<file path="src/sv/idll_pkg.sv">
// Shared codes, states and constants of the indexed doubly linked list.
`default_nettype none

package idll_pkg;

    // Request codes carried by the action field
    typedef enum logic [1:0] {
        ACT_INSERT_BEFORE = 2'd0,
        ACT_INSERT_AFTER  = 2'd1,
        ACT_REMOVE        = 2'd2,
        ACT_FIND          = 2'd3
    } action_t;

    // Completion codes carried by the status field
    typedef enum logic [2:0] {
        ST_OK         = 3'd0,
        ST_BAD_ANCHOR = 3'd1,
        ST_FULL       = 3'd2,
        ST_SENTINEL   = 3'd3,
        ST_POSITION   = 3'd4
    } status_t;

    // Request sequencer states
    typedef enum logic [2:0] {
        S_IDLE,
        S_RD1,
        S_RD2,
        S_W1,
        S_W2,
        S_WALK0,
        S_WALK,
        S_RESP
    } state_t;

    localparam int unsigned ELEM_W = 64;

    // Word written into an entry when it goes back to the free chain
    localparam logic [ELEM_W-1:0] POISON_WORD = 64'h0D00_DFBA_D8DE_ADDE;

endpackage

`default_nettype wire

</file>
<file path="src/sv/idll_links.sv">
// Next and prev link memories with the post-reset initialization sweep.
`default_nettype none

module idll_links #(
    parameter int CAPACITY = 64,
    localparam int DEPTH = CAPACITY + 1,
    localparam int IW = $clog2(CAPACITY + 1)
) (
    input  wire logic          clk,
    input  wire logic          rst_n,
    output logic               busy,
    input  wire logic [IW-1:0] next_raddr,
    input  wire logic [IW-1:0] prev_raddr,
    output logic      [IW-1:0] next_rdata,
    output logic      [IW-1:0] prev_rdata,
    input  wire logic          next_we,
    input  wire logic [IW-1:0] next_waddr,
    input  wire logic [IW-1:0] next_wdata,
    input  wire logic          prev_we,
    input  wire logic [IW-1:0] prev_waddr,
    input  wire logic [IW-1:0] prev_wdata
);

    logic [IW-1:0] next_mem [DEPTH];
    logic [IW-1:0] prev_mem [DEPTH];

    logic          busy_reg;
    logic          busy_next;
    logic [IW-1:0] clr_reg;
    logic [IW-1:0] clr_next;

    logic          n_we;
    logic [IW-1:0] n_waddr;
    logic [IW-1:0] n_wdata;
    logic          p_we;
    logic [IW-1:0] p_waddr;
    logic [IW-1:0] p_wdata;

    logic [IW-1:0] next_rdata_reg;
    logic [IW-1:0] prev_rdata_reg;

    // Advance the sweep over every entry, then release the port
    always_comb
    begin
        busy_next = busy_reg;
        clr_next  = clr_reg;
        if (busy_reg)
        begin
            clr_next = clr_reg + IW'(1);
            if (clr_reg == IW'(CAPACITY))
            begin
                busy_next = 1'b0;
            end
        end
    end

    always_ff @(posedge clk or negedge rst_n)
    begin
        if (!rst_n)
        begin
            busy_reg <= 1'b1;
            clr_reg  <= '0;
        end
        else
        begin
            busy_reg <= busy_next;
            clr_reg  <= clr_next;
        end
    end

    // Sweep writes the free chain i -> i+1 and clears prev; otherwise take the user port
    always_comb
    begin
        if (busy_reg)
        begin
            n_we    = 1'b1;
            n_waddr = clr_reg;
            if ((clr_reg == '0) || (clr_reg == IW'(CAPACITY)))
            begin
                n_wdata = '0;
            end
            else
            begin
                n_wdata = clr_reg + IW'(1);
            end
            p_we    = 1'b1;
            p_waddr = clr_reg;
            p_wdata = '0;
        end
        else
        begin
            n_we    = next_we;
            n_waddr = next_waddr;
            n_wdata = next_wdata;
            p_we    = prev_we;
            p_waddr = prev_waddr;
            p_wdata = prev_wdata;
        end
    end

    // Next link memory: one write, one registered read
    always_ff @(posedge clk)
    begin
        if (n_we)
        begin
            next_mem[n_waddr] <= n_wdata;
        end
        next_rdata_reg <= next_mem[next_raddr];
    end

    // Prev link memory: one write, one registered read
    always_ff @(posedge clk)
    begin
        if (p_we)
        begin
            prev_mem[p_waddr] <= p_wdata;
        end
        prev_rdata_reg <= prev_mem[prev_raddr];
    end

    assign busy       = busy_reg;
    assign next_rdata = next_rdata_reg;
    assign prev_rdata = prev_rdata_reg;

endmodule

`default_nettype wire

</file>
<file path="src/sv/indexed_doubly_linked_list_top.sv">
// Top level of the indexed doubly linked list with free chain allocation.
//
// Doubly linked list kept in a table of CAPACITY+1 entries, entry 0 being the sentinel whose
// next link is the head and prev link the tail; free entries form a chain from free_head.
// The next and prev links live in two synchronous memories with a registered read, read and
// written back by a small sequencer that serves one request at a time. After reset the link
// memories are initialized by a sweep over all CAPACITY+1 entries, during which in_stall is high.
// From IDLE, insert steps through RD1, RD2, W1, W2 and RESP, remove through RD1, W1, W2 and RESP,
// find through WALK0 and one WALK step per link walked (at most CAPACITY/2 rounded up, one
// memory read per link) to RESP, rejected requests and find of position zero straight to RESP.
// The result sits in an output register; a new request is taken while it waits for the consumer.
`default_nettype none

module indexed_doubly_linked_list_top #(
    parameter int CAPACITY = 64,
    localparam int DEPTH = CAPACITY + 1,
    localparam int IW = $clog2(CAPACITY + 1)
) (
    input  wire logic                       clk,
    input  wire logic                       rst_n,
    input  wire logic                       in_valid,
    output logic                            in_stall,
    input  wire logic [1:0]                 action,
    input  wire logic [IW-1:0]              anchor,
    input  wire logic [idll_pkg::ELEM_W-1:0] value,
    input  wire logic [IW-1:0]              position,
    output logic                            out_valid,
    input  wire logic                       out_stall,
    output logic [IW-1:0]                   result_address,
    output logic [2:0]                      status,
    output logic [IW-1:0]                   count
);

    // Sequencer and list bookkeeping
    idll_pkg::state_t  state_reg;
    idll_pkg::state_t  state_next;
    logic [DEPTH-1:0]  in_use_reg;
    logic [DEPTH-1:0]  in_use_next;
    logic [IW-1:0]     free_head_reg;
    logic [IW-1:0]     free_head_next;
    logic [IW-1:0]     cnt_reg;
    logic [IW-1:0]     cnt_next;
    logic              out_valid_reg;
    logic              out_valid_next;

    // Request payload and working values
    idll_pkg::action_t act_reg;
    idll_pkg::action_t act_next;
    logic [IW-1:0]     anc_reg;
    logic [IW-1:0]     anc_next;
    logic [idll_pkg::ELEM_W-1:0] val_reg;
    logic [idll_pkg::ELEM_W-1:0] val_next;
    logic              dir_reg;
    logic              dir_next;
    logic [IW-1:0]     rem_reg;
    logic [IW-1:0]     rem_next;
    logic [IW-1:0]     left_reg;
    logic [IW-1:0]     left_next;
    logic [IW-1:0]     right_reg;
    logic [IW-1:0]     right_next;
    logic [IW-1:0]     fnext_reg;
    logic [IW-1:0]     fnext_next;
    logic [IW-1:0]     res_reg;
    logic [IW-1:0]     res_next;
    idll_pkg::status_t st_reg;
    idll_pkg::status_t st_next;
    logic [IW-1:0]     result_out_reg;
    logic [2:0]        status_out_reg;
    logic [IW-1:0]     count_out_reg;

    // Element store
    logic [idll_pkg::ELEM_W-1:0] elem_mem [DEPTH];
    logic                        elem_we;
    logic [IW-1:0]               elem_waddr;
    logic [idll_pkg::ELEM_W-1:0] elem_wdata;

    // Link memory port
    logic          links_busy;
    logic [IW-1:0] next_raddr;
    logic [IW-1:0] prev_raddr;
    logic [IW-1:0] next_rdata;
    logic [IW-1:0] prev_rdata;
    logic          next_we;
    logic [IW-1:0] next_waddr;
    logic [IW-1:0] next_wdata;
    logic          prev_we;
    logic [IW-1:0] prev_waddr;
    logic [IW-1:0] prev_wdata;

    // Request decode
    logic              accept;
    logic              out_free;
    idll_pkg::action_t req_act;
    logic              anchor_ok;
    logic              find_fwd;
    logic [IW-1:0]     find_steps;
    idll_pkg::state_t  disp_state;
    idll_pkg::status_t disp_status;
    logic              is_insert;
    logic              is_before;
    logic [IW-1:0]     walk_cur;

    idll_links #(
        .CAPACITY (CAPACITY)
    ) u_links (
        .clk        (clk),
        .rst_n      (rst_n),
        .busy       (links_busy),
        .next_raddr (next_raddr),
        .prev_raddr (prev_raddr),
        .next_rdata (next_rdata),
        .prev_rdata (prev_rdata),
        .next_we    (next_we),
        .next_waddr (next_waddr),
        .next_wdata (next_wdata),
        .prev_we    (prev_we),
        .prev_waddr (prev_waddr),
        .prev_wdata (prev_wdata)
    );

    assign in_stall = (state_reg != idll_pkg::S_IDLE) || links_busy;
    assign accept   = in_valid && !in_stall;
    assign out_free = !out_valid_reg || !out_stall;

    assign req_act    = idll_pkg::action_t'(action);
    assign anchor_ok  = (anchor <= IW'(CAPACITY)) && in_use_reg[anchor];
    assign find_fwd   = (position <= (cnt_reg >> 1));
    assign find_steps = find_fwd ? position : (cnt_reg - position + IW'(1));

    assign is_insert = (act_reg != idll_pkg::ACT_REMOVE);
    assign is_before = (act_reg == idll_pkg::ACT_INSERT_BEFORE);
    assign walk_cur  = dir_reg ? prev_rdata : next_rdata;

    // Check the request and pick where the sequencer goes first
    always_comb
    begin
        disp_state  = idll_pkg::S_RESP;
        disp_status = idll_pkg::ST_OK;
        if (req_act == idll_pkg::ACT_FIND)
        begin
            if (position > cnt_reg)
            begin
                disp_status = idll_pkg::ST_POSITION;
            end
            else if (find_steps != '0)
            begin
                disp_state = idll_pkg::S_WALK0;
            end
        end
        else if (!anchor_ok)
        begin
            disp_status = idll_pkg::ST_BAD_ANCHOR;
        end
        else if (req_act == idll_pkg::ACT_REMOVE)
        begin
            if (anchor == '0)
            begin
                disp_status = idll_pkg::ST_SENTINEL;
            end
            else
            begin
                disp_state = idll_pkg::S_RD1;
            end
        end
        else if (free_head_reg == '0)
        begin
            disp_status = idll_pkg::ST_FULL;
        end
        else
        begin
            disp_state = idll_pkg::S_RD1;
        end
    end

    // Next state
    always_comb
    begin
        state_next = state_reg;
        case (state_reg)
            idll_pkg::S_IDLE:
            begin
                if (accept)
                begin
                    state_next = disp_state;
                end
            end
            idll_pkg::S_RD1:
            begin
                state_next = is_insert ? idll_pkg::S_RD2 : idll_pkg::S_W1;
            end
            idll_pkg::S_RD2:
            begin
                state_next = idll_pkg::S_W1;
            end
            idll_pkg::S_W1:
            begin
                state_next = idll_pkg::S_W2;
            end
            idll_pkg::S_W2:
            begin
                state_next = idll_pkg::S_RESP;
            end
            idll_pkg::S_WALK0:
            begin
                state_next = idll_pkg::S_WALK;
            end
            idll_pkg::S_WALK:
            begin
                if (rem_reg == IW'(1))
                begin
                    state_next = idll_pkg::S_RESP;
                end
            end
            idll_pkg::S_RESP:
            begin
                if (out_free)
                begin
                    state_next = idll_pkg::S_IDLE;
                end
            end
            default:
            begin
                state_next = idll_pkg::S_IDLE;
            end
        endcase
    end

    // Memory accesses and working register updates per state
    always_comb
    begin
        next_raddr     = anc_reg;
        prev_raddr     = anc_reg;
        next_we        = 1'b0;
        next_waddr     = '0;
        next_wdata     = '0;
        prev_we        = 1'b0;
        prev_waddr     = '0;
        prev_wdata     = '0;
        elem_we        = 1'b0;
        elem_waddr     = '0;
        elem_wdata     = val_reg;
        in_use_next    = in_use_reg;
        free_head_next = free_head_reg;
        cnt_next       = cnt_reg;
        act_next       = act_reg;
        anc_next       = anc_reg;
        val_next       = val_reg;
        dir_next       = dir_reg;
        rem_next       = rem_reg;
        left_next      = left_reg;
        right_next     = right_reg;
        fnext_next     = fnext_reg;
        res_next       = res_reg;
        st_next        = st_reg;
        case (state_reg)
            idll_pkg::S_IDLE:
            begin
                // Latch the request and its check result
                if (accept)
                begin
                    act_next = req_act;
                    anc_next = anchor;
                    val_next = value;
                    dir_next = !find_fwd;
                    rem_next = find_steps;
                    res_next = '0;
                    st_next  = disp_status;
                end
            end
            idll_pkg::S_RD1:
            begin
                // Insert reads free head's next, anchor's prev; remove reads both anchor links
                if (is_insert)
                begin
                    next_raddr = free_head_reg;
                end
            end
            idll_pkg::S_RD2:
            begin
                // Hold the new free head; read the anchor's next link
                fnext_next = next_rdata;
            end
            idll_pkg::S_W1:
            begin
                if (is_insert)
                begin
                    // Link the new entry between its left and right neighbors
                    left_next  = is_before ? prev_rdata : anc_reg;
                    right_next = is_before ? anc_reg : next_rdata;
                    next_we    = 1'b1;
                    next_waddr = free_head_reg;
                    next_wdata = is_before ? anc_reg : next_rdata;
                    prev_we    = 1'b1;
                    prev_waddr = free_head_reg;
                    prev_wdata = is_before ? prev_rdata : anc_reg;
                    elem_we    = 1'b1;
                    elem_waddr = free_head_reg;
                    elem_wdata = val_reg;
                end
                else
                begin
                    // Bridge the neighbors of the removed entry
                    next_we    = 1'b1;
                    next_waddr = prev_rdata;
                    next_wdata = next_rdata;
                    prev_we    = 1'b1;
                    prev_waddr = next_rdata;
                    prev_wdata = prev_rdata;
                end
            end
            idll_pkg::S_W2:
            begin
                if (is_insert)
                begin
                    // Point the neighbors at the new entry and pop the free chain
                    next_we                   = 1'b1;
                    next_waddr                = left_reg;
                    next_wdata                = free_head_reg;
                    prev_we                   = 1'b1;
                    prev_waddr                = right_reg;
                    prev_wdata                = free_head_reg;
                    in_use_next[free_head_reg] = 1'b1;
                    free_head_next            = fnext_reg;
                    cnt_next                  = cnt_reg + IW'(1);
                    res_next                  = free_head_reg;
                end
                else
                begin
                    // Push the removed entry onto the free chain and poison it
                    next_we             = 1'b1;
                    next_waddr          = anc_reg;
                    next_wdata          = free_head_reg;
                    prev_we             = 1'b1;
                    prev_waddr          = anc_reg;
                    prev_wdata          = '0;
                    elem_we             = 1'b1;
                    elem_waddr          = anc_reg;
                    elem_wdata          = idll_pkg::POISON_WORD;
                    in_use_next[anc_reg] = 1'b0;
                    free_head_next      = anc_reg;
                    cnt_next            = cnt_reg - IW'(1);
                end
            end
            idll_pkg::S_WALK0:
            begin
                // Start the walk at the sentinel
                next_raddr = '0;
                prev_raddr = '0;
            end
            idll_pkg::S_WALK:
            begin
                // Follow one link per cycle
                next_raddr = walk_cur;
                prev_raddr = walk_cur;
                rem_next   = rem_reg - IW'(1);
                if (rem_reg == IW'(1))
                begin
                    res_next = walk_cur;
                end
            end
            idll_pkg::S_RESP:
            begin
            end
            default:
            begin
            end
        endcase
    end

    // Load the output register when it is free; drop valid after a transfer
    always_comb
    begin
        out_valid_next = out_valid_reg && out_stall;
        if ((state_reg == idll_pkg::S_RESP) && out_free)
        begin
            out_valid_next = 1'b1;
        end
    end

    // Control state
    always_ff @(posedge clk or negedge rst_n)
    begin
        if (!rst_n)
        begin
            state_reg     <= idll_pkg::S_IDLE;
            in_use_reg    <= DEPTH'(1);
            free_head_reg <= IW'(1);
            cnt_reg       <= '0;
            out_valid_reg <= 1'b0;
        end
        else
        begin
            state_reg     <= state_next;
            in_use_reg    <= in_use_next;
            free_head_reg <= free_head_next;
            cnt_reg       <= cnt_next;
            out_valid_reg <= out_valid_next;
        end
    end

    // Payload registers
    always_ff @(posedge clk)
    begin
        act_reg   <= act_next;
        anc_reg   <= anc_next;
        val_reg   <= val_next;
        dir_reg   <= dir_next;
        rem_reg   <= rem_next;
        left_reg  <= left_next;
        right_reg <= right_next;
        fnext_reg <= fnext_next;
        res_reg   <= res_next;
        st_reg    <= st_next;
        if ((state_reg == idll_pkg::S_RESP) && out_free)
        begin
            result_out_reg <= res_reg;
            status_out_reg <= st_reg;
            count_out_reg  <= cnt_reg;
        end
    end

    // Element store: written on insert and on remove
    always_ff @(posedge clk)
    begin
        if (elem_we)
        begin
            elem_mem[elem_waddr] <= elem_wdata;
        end
    end

    assign out_valid      = out_valid_reg;
    assign result_address = result_out_reg;
    assign status         = status_out_reg;
    assign count          = count_out_reg;

    // The free chain is empty exactly when every entry is linked
    assert property (@(posedge clk) disable iff (!rst_n)
        (free_head_reg == '0) == (cnt_reg == IW'(CAPACITY)))
        else $error("free head and entry count disagree");

    // Entries in use are the linked ones plus the sentinel
    assert property (@(posedge clk) disable iff (!rst_n)
        $countones(in_use_reg) == (int'(cnt_reg) + 1))
        else $error("in-use flags and entry count disagree");

    // A walk never runs with no steps left
    assert property (@(posedge clk) disable iff (!rst_n)
        (state_reg == idll_pkg::S_WALK) |-> (rem_reg != '0))
        else $error("walk step counter underflow");

    // A new result appears only out of the response state
    assert property (@(posedge clk) disable iff (!rst_n)
        $rose(out_valid_reg) |-> $past(state_reg == idll_pkg::S_RESP))
        else $error("result presented outside the response state");

endmodule

`default_nettype wire
</file>
<file path="config.mk">
export PLATFORM = sky130hd
export DESIGN_NAME = indexed_doubly_linked_list_top
export DESIGN_NICKNAME = d
export VERILOG_FILES = /design/src/sv/idll_pkg.sv /design/src/sv/idll_links.sv /design/src/sv/indexed_doubly_linked_list_top.sv
export SDC_FILE = /design/constraint.sdc
export NUM_CORES = 1
export LEC_CHECK = 0
export ABC_AREA = 1
export BUFFER_PORTS_ARGS = -buffer_cell sky130_fd_sc_hd__buf_2
export CORE_ASPECT_RATIO = 0.7
export CORE_MARGIN = 2
export CORE_UTILIZATION = 45
export DETAILED_ROUTE_END_ITERATION = 7
export PLACE_DENSITY_LB_ADDON = 0.08
export SLEW_MARGIN = 20
export SYNTH_ARGS = -nofsm -noshare
export SYNTH_HDL_FRONTEND = slang
export SYNTH_SLANG_ARGS = --single-unit
</file>
<file path="constraint.sdc">
create_clock -name clk -period 5.45 [get_ports clk]
set_input_delay 0.545 -clock clk [delete_from_list [all_inputs] [get_ports clk]]
set_output_delay 0.545 -clock clk [all_outputs]
set_load 0.005 [all_outputs]
</file>
== Word-level counts from Yosys, hierarchy flattened ==
Memories as Yosys holds them, arrays and structs flattened. A register that Yosys moved wholly into a read port is not among the register bits.
Index checks and enable logic that the tools add are counted.
Word-level totals
  input port bits: 84
  register bits after elaboration: 156
  output and inout port bits: 19
  bits in writable memories: 910
  memories: 2
Cells by class
  mux-type cells: 63
  $add $sub $neg: 6
  order comparisons: 8
  bitwise logic cells: 3
  reduce and logical (&&, ||, !) cells: 28
  equal/unequal tests: 16
Memory list
  u_links.next_mem: depth 65, width 7, read ports 1, clocked after Yosys merged registers in 1, write ports 1, line idll_links.sv:24  | logic [IW-1:0] next_mem [DEPTH];
  u_links.prev_mem: depth 65, width 7, read ports 1, clocked after Yosys merged registers in 1, write ports 1, line idll_links.sv:25  | logic [IW-1:0] prev_mem [DEPTH];
Operators with widths (number)
  two-way mux 7 bit: 23
  one-hot mux 7 bit (2 select lines): 6
  bitwise AND 65 bit: 1
  two-way mux 65 bit: 1
  inverter 65 bit: 1
  bitwise OR 65 bit: 1
  one-hot mux 7 bit (3 select lines): 2
  two-way mux 3 bit: 12
  < comparator 7 x 8 -> 1 bit, second input constant: 3
  one-hot mux 3 bit (8 select lines): 1
  adder 7 x 1 -> 7 bit, second input constant: 3
  zero test 7 bit: 3
  demux 1 bit (select 7 bit): 2
  greater-or-equal comparator 7 x 1 -> 1 bit, second input constant: 2
  subtractor 7 x 1 -> 7 bit, second input constant: 2
  == test 3 bit, second input constant: 4
  two-way mux 1 bit: 11
  != test 2 bit, second input constant: 5
  two-way mux 2 bit: 4
  binary-select mux 1 bit (select 7 bit): 1
  == test 7 x 1 -> 1 bit, second input constant: 1
  == test 7 bit, second input constant: 1
  > comparator 7 bit: 1
  less-or-equal comparator 7 x 6 -> 1 bit: 1
  other kinds (17): 32

== Depth between registers and ports, before layout ==
  word-level depth: 9
  depth in mapped cells: 22
  gate-level depth less buffers: 22

== Modules after synthesis ==
From an unflattened synthesis, not the netlist that was laid out.
Unflattened totals
  cells, all modules: 4398
  area total of the unflattened synthesis: 47022.6 µm²
Modules (own cells, without submodules)
  idll_links: cells each 3326, seq. area each 27807.9 µm², times used 1, area each 38468.1 µm²
  indexed_doubly_linked_list_top: cells each 1072, seq. area each 4031.4 µm², times used 1, area each 8554.5 µm²

== Worst setup path after synthesis ==
Ideal clock, no wire load.
  path kind: register to register
  start: register u_links.busy_reg (netlist: u_links.busy)
  end: memory u_links.next_mem[0][2] in the netlist's numbering, data pin
  clock period less this slack: 4639 ps
  stages on the path, launching flop included: 7
  path buffers: 2
  arrival: 3929 ps
  library setup time: 709 ps
  path slack: 811 ps
  required time: 4741 ps
  cell sequence: dfstp_2 > clkbuf_1 > clkinv_1 > clkbuf_1 > a21oi_1 > o21ai_0 > o21ai_0
Between the ends
  word-level cells in the longest chain between the ends: 1
RTL lines
  start, declared: line idll_links.sv:27  | logic busy_reg;
  start signal, assigned: line idll_links.sv:66  | busy_reg <= busy_next;
  two-way mux 7 bit: line idll_links.sv:74  | if (busy_reg)
  net u_links.n_wdata[2]: line idll_links.sv:34  | logic [IW-1:0] n_wdata;
  end, declared: line idll_links.sv:24
The timed path passes the listed nets, and every way through them passes these cells.

== Final worst setup path ==
  start: register act_reg[0]
  end: register u_links.next_rdata_reg[1] (netlist: u_links.next_rdata[1]), read port of u_links.next_mem
Between the ends
  word-level cells in the longest chain between the ends: 3
RTL lines
  start, declared: line indexed_doubly_linked_list_top.sv:47  | idll_pkg::action_t act_reg;
  start signal, assigned: line indexed_doubly_linked_list_top.sv:404  | act_reg <= act_next;
  != test 2 bit: line indexed_doubly_linked_list_top.sv:130  | assign is_insert = (act_reg != idll_pkg::ACT_REMOVE);
  two-way mux 7 bit: line indexed_doubly_linked_list_top.sv:273  | if (is_insert)
  one-hot mux 7 bit (3 select lines): line indexed_doubly_linked_list_top.sv:255  | case (state_reg)
  end, declared: line idll_links.sv:39  | logic [IW-1:0] next_rdata_reg;
No other way between the ends.
A chain may end at the register's enable or synchronous reset.

==> flow_metrics.py <==
metrics = {
    "setup_path": {
        "cp-end-kind": "register",
        "worstPathRequired_ns": 6.05,
        "critical_path_class": "reg -> reg",
        "path_cells": "inv_2, nand2_1, nand2_1, nand3_1, nand3_4, nand2_8, buf_4, nand2_1, nand3_1, nand3_1, nand3_1, nand3_1, nand3_1, nand2_1, nand2_1, nand2_1",
        "cp-start-kind": "register",
        "crit_arrival_ns": 5.14,
        "slowest_stage": "edfxtp_1",
        "critPathMaxFanout": 114,
        "crit_path_max_incr_delay_ns": 0.64,
    },
    "clocking": {
        "htreeDepth": 3,
        "clock_sinks": 1080,
        "post_cts_buffers": 0,
        "cts_tree": "built",
        "cts_buffers": 106,
        "post_cts_resized": 0,
        "cts.clk_slew.worst_paths_ns": 0.06,
        "hold_buffers": 1,
        "cts_root_buf": "clkbuf_16",
        "worstSkewPairLatency_ns": 0.71,
        "clockBufferDepth": 3,
    },
    "power_and_ir_drop": {
        "cellPowerDensity_nw_per_um2": 581,
        "vdd_drop_max_uv": 387,
        "p_leak_nw": 20.4,
    },
    "floorplanning": {
        "die_w_microns": 395,
        "dieArea_sq_um": 109000,
        "num_io_pins": 103,
        "initial_utilization": 0.453,
        "core_area_sq_um": 106000,
        "rows": 100,
        "die_h_microns": 277,
    },
    "detailed_routing": {
        "drt_wl_total_mm": 134,
        "drc": 0,
        "viasPerCell": 5.50,
        "ant_nets": 0,
        "wire_per_inst_microns": 22.1,
        "first_pass_iters": 6,
        "vias": 33354,
        "drtIter0Drc": 3136,
    },
    "job": {
        "max-cap-violations": 0,
    },
    "synthesis": {
        "synthesis.nets": 4701,
        "synth_cell_type_count": 46,
        "synth-seq-cells": 1080,
        "synth_top_area_share": 0.609,
        "synth_area_leaders": "edfxtp_1 (61%), nand3_1 (8.7%), nand2_1 (6.9%), dfrtp_1 (4.6%), o21ai_0 (3.9%)",
        "synthArstFlopShare": 0.0843,
        "yosysTopAreaCell": "edfxtp_1",
        "ys_warn_count": 0,
        "synthCells": 4583,
        "syn_area_per_cell_sq_um": 10.5,
        "ys_seq_area_frac": 0.662,
        "synth_edf_count": 975,
        "mappedNetlistArea_sq_um": 48100,
        "synthFlopType": "edfxtp_1",
    },
    "sta": {
        "hold-worst-slack_ns": 0.0553,
        "skew_ns": 0.0259,
        "slew_headroom": 0.263,
        "fin_crit_sh": 0.832,
        "tightest_slew_ns": 1.10,
        "hold_violations": 0,
        "rsz0062_at_grt": "no",
        "fmax_mhz": 220,
        "slew_viol_final": 0,
        "setup_tns_ns": 0,
        "period_needed_ns": 4.54,
        "finalSetupViolations": 0,
    },
    "placed_design": {
        "dpl.hpwl_mm": 80.4,
        "placedCellCount": 5875,
        "io_buffers": 38,
        "gp_congestion": 0.871,
    },
    "final_layout": {
        "antennaDiodeCount": 0,
        "instances_no_fill": 6067,
        "nets": 4675,
        "area_delta_synth_final_pct": 10.4,
        "fillCellCount": 9729,
        "drive_above_1_share": 0.0653,
        "multi_input_area_sq_um": 13600,
        "mostFrequentLayoutCells": "edfxtp_1 (975), nand2_1 (885), nand3_1 (832)",
        "regArea_sq_um": 31800,
        "mostFrequentLayoutCell": "edfxtp_1",
    },
    "global_route": {
        "gr-total-overflow": 0,
        "grt.met1_usage": 0.386,
        "antenna_found_initial": 1,
        "busiest_layer": "met1",
        "grt_pass1_vias": 31050,
        "grtUsageMet2": 0.341,
        "grt_pass1_wl_mm": 202,
        "globalRouteMet3Util": 0.0491,
        "grt_use_total": 0.243,
        "grt_max_degree": 150,
    },
    "hold_path": {
        "hp-class": "in -> reg",
    },
    "status": {
        "status": "completed",
    },
}
==> critical path, delay by kind of cell (launching register included) <==
family,cells,cell delay [ns]
flip-flops,1,0.64
buffers and inverters,2,0.71
AND/OR/NAND/NOR,14,2.89
==> kinds of logic after synthesis <==
family | Yosys count | share of synthesized area
and+or+nand+nor | 2248 | 0.211
xor gates and xnor gates | 13 | 0.00237
muxes | 1 | 0.000208
buffers and inverters | 695 | 0.0581
DFF | 1080 | 0.662
adders and majority gates | 34 | 0.00901
AOI/OAI and AO/OA | 512 | 0.0568
==> synth_stat cells, types with 5 or more instances <==
library cell,number
o21bai_1,15
ha_1,33
inv_1,438
inv_2,13
dfrtp_1,88
buf_1,22
dfxtp_1,14
o21ai_0,372
clkbuf_1,86
o22ai_1,5
buf_4,7
or2_2,6
a21oi_1,70
nand3_1,832
a32oi_1,5
nor2_1,335
nor3_1,13
buf_2,126
o21ai_1,10
edfxtp_1,975
o211ai_1,15
nand3b_1,156
nor2_2,6
xor2_1,7
nand4_1,5
nand2_1,888
xnor2_1,6
==> stage by stage <==
stage	area [sq um]	util	setup WS [ns]	power [mW]
after floorplan	48100	-	0.811	19.1
after global placement	49800	0.469	1.03	23.8
after detailed placement	49800	0.469	0.985	23.8
after CTS	53000	0.500	0.969	30.9
after global routing	53100	0.500	0.616	32.6
final	53100	0.500	0.914	30.8
==> routing by layer <==
| metal | vias to the layer above | part of all wire |
|---|---|---|
| met5 | - | 0 |
| met4 | 0 | 0.017 |
| met3 | 178 | 0.077 |
| met2 | 1082 | 0.42 |
| met1 | 16338 | 0.49 |
| li1 | 15756 | - |
==> cell type report <==
class                   instances  area share
well taps                    1428      0.0337
repair buffers                107      0.0157
clock inverters                44     0.00550
inverters                     454      0.0322
clock buffers                 146      0.0555
multi-input cells            2808       0.257
flip-flops and latches       1080       0.600
==> path summary, 6_finish.rpt <==
path,to,depth (start not counted),start,slack (ns)
max in group asynchronous,in_use_reg[34]$_DFFE_PN0N_,3,rst_n,3.93
max,u_links.next_rdata[1]$_DFF_P_,16,act_reg[0]$_DFFE_PP_,0.91
max reg2reg,u_links.next_rdata[1]$_DFF_P_,16,act_reg[0]$_DFFE_PP_,0.91
min,anc_reg[6]$_DFFE_PP_,1,anchor[6],0.06
min in group asynchronous,cnt_reg[5]$_DFFE_PN0N_,2,rst_n,0.45
min reg2reg,status[2]$_DFFE_PP_,0,st_reg[2]$_SDFFCE_PN0P_,0.42
==> where the power goes <==
| group | internal, mW | total (mW) | switching (mW) |
|---|---|---|---|
| clock network | 3.86 | 7.03 | 3.17 |
| registers | 10.4 | 10.7 | 0.314 |
| logic | 3.31 | 13.1 | 9.79 |
| total | 17.6 | 30.8 | 13.3 |
Power figures use the tool's default switching activity.
